===== config.mk =====
export PLATFORM = sky130hd
export DESIGN_NAME = mpm2_modmul
export DESIGN_NICKNAME = d
export VERILOG_FILES = /design/src/design/mpm2_pkg.sv /design/src/design/mpm2_modmul.sv
export SDC_FILE = /design/constraint.sdc
export NUM_CORES = 2
export LEC_CHECK = 0
export BUFFER_PORTS_ARGS = -buffer_cell sky130_fd_sc_hd__buf_2
export CAP_MARGIN = 20
export CORE_ASPECT_RATIO = 0.7
export CORE_MARGIN = 4
export CORE_UTILIZATION = 30
export DETAILED_ROUTE_END_ITERATION = 6
export HOLD_SLACK_MARGIN = 0.15
export SYNTH_ARGS = -nofsm -noshare
export SYNTH_HDL_FRONTEND = slang
export SYNTH_SLANG_ARGS = --single-unit

===== constraint.sdc =====
create_clock -name clock -period 14.35 [get_ports clock]
set_input_delay 4.305 -clock clock [delete_from_list [all_inputs] [get_ports clock]]
set_output_delay 4.305 -clock clock [all_outputs]
set_load 0.02 [all_outputs]

===== src/design/mpm2_pkg.sv =====
`timescale 1ns / 1ps
`default_nettype none
// ----------------------------------------------------------------------------
// 2x2 matrix power modulo prime: shared types and constants
// Transaction payloads, the pipeline tag that travels with each product, and
// the prime modulus used by every stage.
// ----------------------------------------------------------------------------
package mpm2_pkg;

   localparam int EntryWidth = 30;
   localparam int ExpWidth   = 63;
   localparam int TagWidth   = 4;

   // The prime 1000000007 fits in the entry width.
   localparam logic [EntryWidth-1:0] Prime = 30'd1000000007;

   typedef struct packed {
      logic [EntryWidth-1:0] entry_r0c0;
      logic [EntryWidth-1:0] entry_r0c1;
      logic [EntryWidth-1:0] entry_r1c0;
      logic [EntryWidth-1:0] entry_r1c1;
      logic [ExpWidth-1:0]   exponent;
   } mpm2_req_type;

   typedef struct packed {
      logic [EntryWidth-1:0] power_r0c0;
      logic [EntryWidth-1:0] power_r0c1;
      logic [EntryWidth-1:0] power_r1c0;
      logic [EntryWidth-1:0] power_r1c1;
   } mpm2_rsp_type;

   // Control that moves alongside one product through the multiplier.
   typedef struct packed {
      logic                valid;
      logic [TagWidth-1:0] tag;
   } mpm2_op_type;

endpackage : mpm2_pkg
`default_nettype wire


===== src/design/mpm2_modmul.sv =====
`timescale 1ns / 1ps
`default_nettype none
// ----------------------------------------------------------------------------
// Pipelined modular multiplier
// Five-stage Barrett multiplier: takes one pair of residues every cycle and
// returns their product modulo the prime, with its tag.
// ----------------------------------------------------------------------------
module mpm2_modmul
   import mpm2_pkg::*;
(
   input  wire logic                  clock,
   input  wire logic                  reset,
   input  wire mpm2_op_type           in_op,
   input  wire logic [EntryWidth-1:0] op_a,
   input  wire logic [EntryWidth-1:0] op_b,
   output mpm2_op_type                out_op,
   output logic [EntryWidth-1:0]      result
);

   // Barrett reciprocal floor(2^60 / P), and the correction thresholds.
   localparam logic [30:0] Mu       = 31'((64'd1 << 60) / 64'(Prime));
   localparam logic [31:0] OnePrime = 32'(Prime);
   localparam logic [31:0] TwoPrime = 32'(64'(Prime) * 64'd2);

   mpm2_op_type ctl1_ff, ctl2_ff, ctl3_ff, ctl4_ff, ctl5_ff;

   logic [59:0] prod_in, prod_ff;
   logic [61:0] q2_in, q2_ff;
   logic [31:0] xlo2_ff, xlo3_ff;
   logic [31:0] qp_in, qp_ff;
   logic [31:0] rem_in, rem_ff;
   logic [EntryWidth-1:0] result_in, result_ff;

   // Full product, then the quotient estimate, then the estimate times P.
   assign prod_in = op_a * op_b;
   assign q2_in   = prod_ff[59:29] * Mu;
   assign qp_in   = 32'(q2_ff[61:31]) * OnePrime;

   // The estimate is at most two short, so the remainder lies below 3P.
   assign rem_in = xlo3_ff - qp_ff;

   always_comb begin
      if (rem_ff >= TwoPrime) begin
         result_in = EntryWidth'(rem_ff - TwoPrime);
      end else if (rem_ff >= OnePrime) begin
         result_in = EntryWidth'(rem_ff - OnePrime);
      end else begin
         result_in = EntryWidth'(rem_ff);
      end
   end

   // Control pipeline: valid bits are cleared by reset.
   always_ff @(posedge clock) begin
      if (reset) begin
         ctl1_ff <= '0;
         ctl2_ff <= '0;
         ctl3_ff <= '0;
         ctl4_ff <= '0;
         ctl5_ff <= '0;
      end else begin
         ctl1_ff <= in_op;
         ctl2_ff <= ctl1_ff;
         ctl3_ff <= ctl2_ff;
         ctl4_ff <= ctl3_ff;
         ctl5_ff <= ctl4_ff;
      end
   end

   // Data pipeline.
   always_ff @(posedge clock) begin
      prod_ff   <= prod_in;
      q2_ff     <= q2_in;
      xlo2_ff   <= prod_ff[31:0];
      xlo3_ff   <= xlo2_ff;
      qp_ff     <= qp_in;
      rem_ff    <= rem_in;
      result_ff <= result_in;
   end

   assign out_op = ctl5_ff;
   assign result = result_ff;

endmodule : mpm2_modmul
`default_nettype wire


==> results.md <==
- Setup-failing EPs final: 0
- Fraction of the yosys area taken by sequential cells: a little under a tenth
- Wire length per cell: approximately 19 µm
- Nets@finish: roughly 8000
- Initial Util: between 30% and 40%
- Die width: 533 µm
- Warnings from Yosys: 0
- CTS Buf Count: 29
- Initial antenna violation count: 11
- Die area: between 0.2 and 0.25 mm²
- Reg2reg path depth: 21
- # resized after CTS: 0
- Critical Path End: prod_ff[52]$_DFF_P_
- MaxCap Viol Count: 0
- Clk root buf: clkbuf_16
- Setup CP Type: input pin to flip-flop
- Synth area leaders: fa_1, ha_1, inv_1, dfxtp_1, and2_1
- EDFF count, synth: 0
- Crit. End Element: flip-flop
- R2r endpoint: q2_ff[61]$_DFF_P_
- First drt pass iteration count: 6
- Clk slew on worst S/H paths: 0.06 ns
- Clk buf depth: 3
- Mapped Nets: just over 8000
- Total Routing Usage GR: between 10% and 20%
- Skew final: roughly 0.046 ns
- FILL cells: about 20000
- H-tree level count: 1
- Nature of the critical path startpoint: input pin
- Reg-to-Reg Start: prod_ff[49]$_DFF_P_
- Hold Buf Count CTS: 0
- CP Launch Point: op_a[12]
- Final Hold Viols: 0
- Yosys top cell area share: about 42%
- Mapped Avg Cell Area: between 9 and 10 µm²
- Via count: a little under 40000
- Mapped Cells: roughly 6000
- Asr flop ratio synth: 0%
- Peak Freq: approximately 84 MHz
- Critical Path RT: ~15 ns
- Worst EP arrival: approximately 12 ns
- Largest net degree at the start of global routing: a little over 40
- First-pass GRT wire length: ~260000 µm
- Netlist Area Pre-Place: 0.0579 mm²
- Num rows: 134
- Status: finished, final reports clean
- #FFs+latches synth: approximately 270
- Reg2Reg Setup Slack: around 6.4 ns
- Core outline area: about 0.19 mm²
- Yosys top cell by area: fa_1
- Tcrit/Tclk final: about 83%
- Hold Crit Class: flip-flop to flip-flop
- Die height: about 380 µm
- Min Clock Period, post-route: 11.90 ns
- Antenna cells: 0
- DRT Wirelength: ~160000 µm
- Dpl hpwl: 132000 µm
- Total grt overflow: 0
- Netlist cell types: 80
- Port Buf Inserts: 101
- Clock sink count: about 270
- Post-route setup slack: approximately 2.4 ns
- Clk Latency, worst-skew pair: 0.61 ns
- Layout cells sized above 1: 3.52%
- Final Max Slew Viols: 0
- CTS tree: built
- Relative slew slack: 32.0%
- Top FF cell, synth: dfxtp_1
- Area Growth Syn to Fin: 7.15%
- Final GP Congestion: roughly 0.93
- Vias/cell: between 4 and 5
- Vias in the first global route: 43049
- 1st-iter DRT viols: approximately 2800
- Routed Antenna Nets: 0
- RSZ-0062 raised after global routing: false
- Residual DRC: 0
- CP Max Fanout: 30
- Post-CTS Setup Repair Bufs: 0
- Setup tns final: 0 ns
- # IOs: roughly 100
- Place WS: between 1.5 and 2 ns
- Worst-margin pin slew: between 0.9 and 1 ns
state kept, by name, indices dropped and copies added (netlist names), 30 cells and up:
name,cells
prod_ff,60
qp_ff,32
rem_ff,32
xlo2_ff,32
xlo3_ff,32
q2_ff,31
result,30
area by class of cell:
class | instances | area (µm²) | share of cell area [%]
multi-input cells | 3997 | 46000 | 74.2
inverters | 1484 | 5570 | 8.98
flip-flops and latches | 274 | 5490 | 8.85
well taps | 2516 | 3150 | 5.08
clock buffers | 33 | 771 | 1.24
repair buffers | 131 | 731 | 1.18
clock inverters | 21 | 302 | 0.486
cells in the final DEF, fill, tap and decap left out, types with 6 or more instances in the layout:
| master | count |
|---|---|
| ha_1 | 796 |
| and2_1 | 538 |
| nor3_1 | 24 |
| or4_1 | 6 |
| a211o_1 | 6 |
| buf_4 | 30 |
| dfxtp_1 | 274 |
| o21ai_0 | 97 |
| o21bai_1 | 12 |
| a31oi_1 | 21 |
| nor4_1 | 7 |
| o211ai_1 | 9 |
| nor2b_1 | 50 |
| and3_1 | 13 |
| nand3_1 | 32 |
| o22ai_1 | 7 |
| bufinv_16 | 6 |
| or2_2 | 6 |
| clkbuf_16 | 29 |
| a21o_1 | 62 |
| nand4_1 | 18 |
| xnor2_1 | 133 |
| o21a_1 | 32 |
| buf_2 | 101 |
| a21oi_1 | 140 |
| o211a_1 | 6 |
| inv_1 | 1484 |
| nand2b_1 | 18 |
| fa_1 | 1224 |
| and4_1 | 8 |
| nor2_1 | 106 |
| nand2_1 | 461 |
| inv_6 | 7 |
| a211oi_1 | 13 |
| xor2_1 | 56 |
| o21ai_1 | 7 |
| a21boi_0 | 6 |
cells by family (layout without fill, tap and decap cells):
family          count (synthesis)  in the layout  share of synthesized area, %
compound gates                484            484                          5.42
xor+xnor                      189            189                          2.86
fa+ha+maj                    2020           2020                          59.6
buf+inv                      1694           1669                          11.0
flops                         274            274                          9.48
mux                             2              2                        0.0346
simple gates                 1302           1302                          11.6
worst min path at each step:
stage / from / to / slack (ns) / cells past startpoint
final: xlo2_ff[9]$_DFF_P_ / xlo3_ff[9]$_DFF_P_ / 0.30 / 0
after global routing: xlo2_ff[9]$_DFF_P_ / xlo3_ff[9]$_DFF_P_ / 0.30 / 0
after CTS: xlo2_ff[9]$_DFF_P_ / xlo3_ff[9]$_DFF_P_ / 0.29 / 0
after detailed placement: xlo2_ff[5]$_DFF_P_ / xlo3_ff[5]$_DFF_P_ / 0.31 / 0
after global placement: prod_ff[25]$_DFF_P_ / xlo2_ff[25]$_DFF_P_ / 0.31 / 0
after floorplan: prod_ff[0]$_DFF_P_ / xlo2_ff[0]$_DFF_P_ / 0.31 / 0
synth_stat cells (7+ instances only):
master    count
a211oi_1     13
a21o_1       62
a21oi_1     140
a31oi_1      21
and2_1      538
and3_1       13
and4_1        8
clkbuf_1    202
dfxtp_1     274
fa_1       1224
ha_1        796
inv_1      1484
nand2_1     461
nand2b_1     18
nand3_1      32
nand4_1      18
nor2_1      106
nor2b_1      50
nor3_1       24
nor4_1        7
o211ai_1      9
o21a_1       32
o21ai_0      97
o21ai_1       7
o21bai_1     12
o22ai_1       7
xnor2_1     133
xor2_1       56
stage by stage:
stage	util, %	hold slack (ns)	instance area (µm²)	instances
after global placement	31.9	0.311	60900	8402
after floorplan	-	0.310	57900	5965
after CTS	32.4	0.287	62000	8456
after detailed placement	31.9	0.312	60900	8402
after global routing	32.4	0.297	62000	8456
final	32.4	0.297	62000	8456
worst max-delay path, stage by stage:
cell and delay, ns:
buf_2 0.65, and2_1 0.28, fa_1 0.46, fa_1 0.50, fa_1 0.52, inv_1 0.05, fa_1 0.54, inv_1 0.08
fa_1 0.50, inv_1 0.05, fa_1 0.53, inv_1 0.05, fa_1 0.48, inv_1 0.05, fa_1 0.37, inv_1 0.08
ha_1 0.31, a21oi_1 0.28, o21ai_0 0.18, a2111oi_0 0.67, o21ai_0 0.25, buf_4 0.21, a21oi_1 0.24, o21ai_0 0.21
a21oi_1 0.19, o21ai_0 0.12, xor2_1 0.17
layer usage:
metal	track usage, %	vias to the layer above	share of wire, %
li1	-	17818	-
met1	25.7	20266	49
met2	22.8	1498	39
met3	3.97	155	9.9
met4	2.24	4	1.4
met5	0	-	0.017
Power is left out: the tool's default activity adds up to more than one toggle a clock period on the data nets, which glitch-free logic cannot reach.
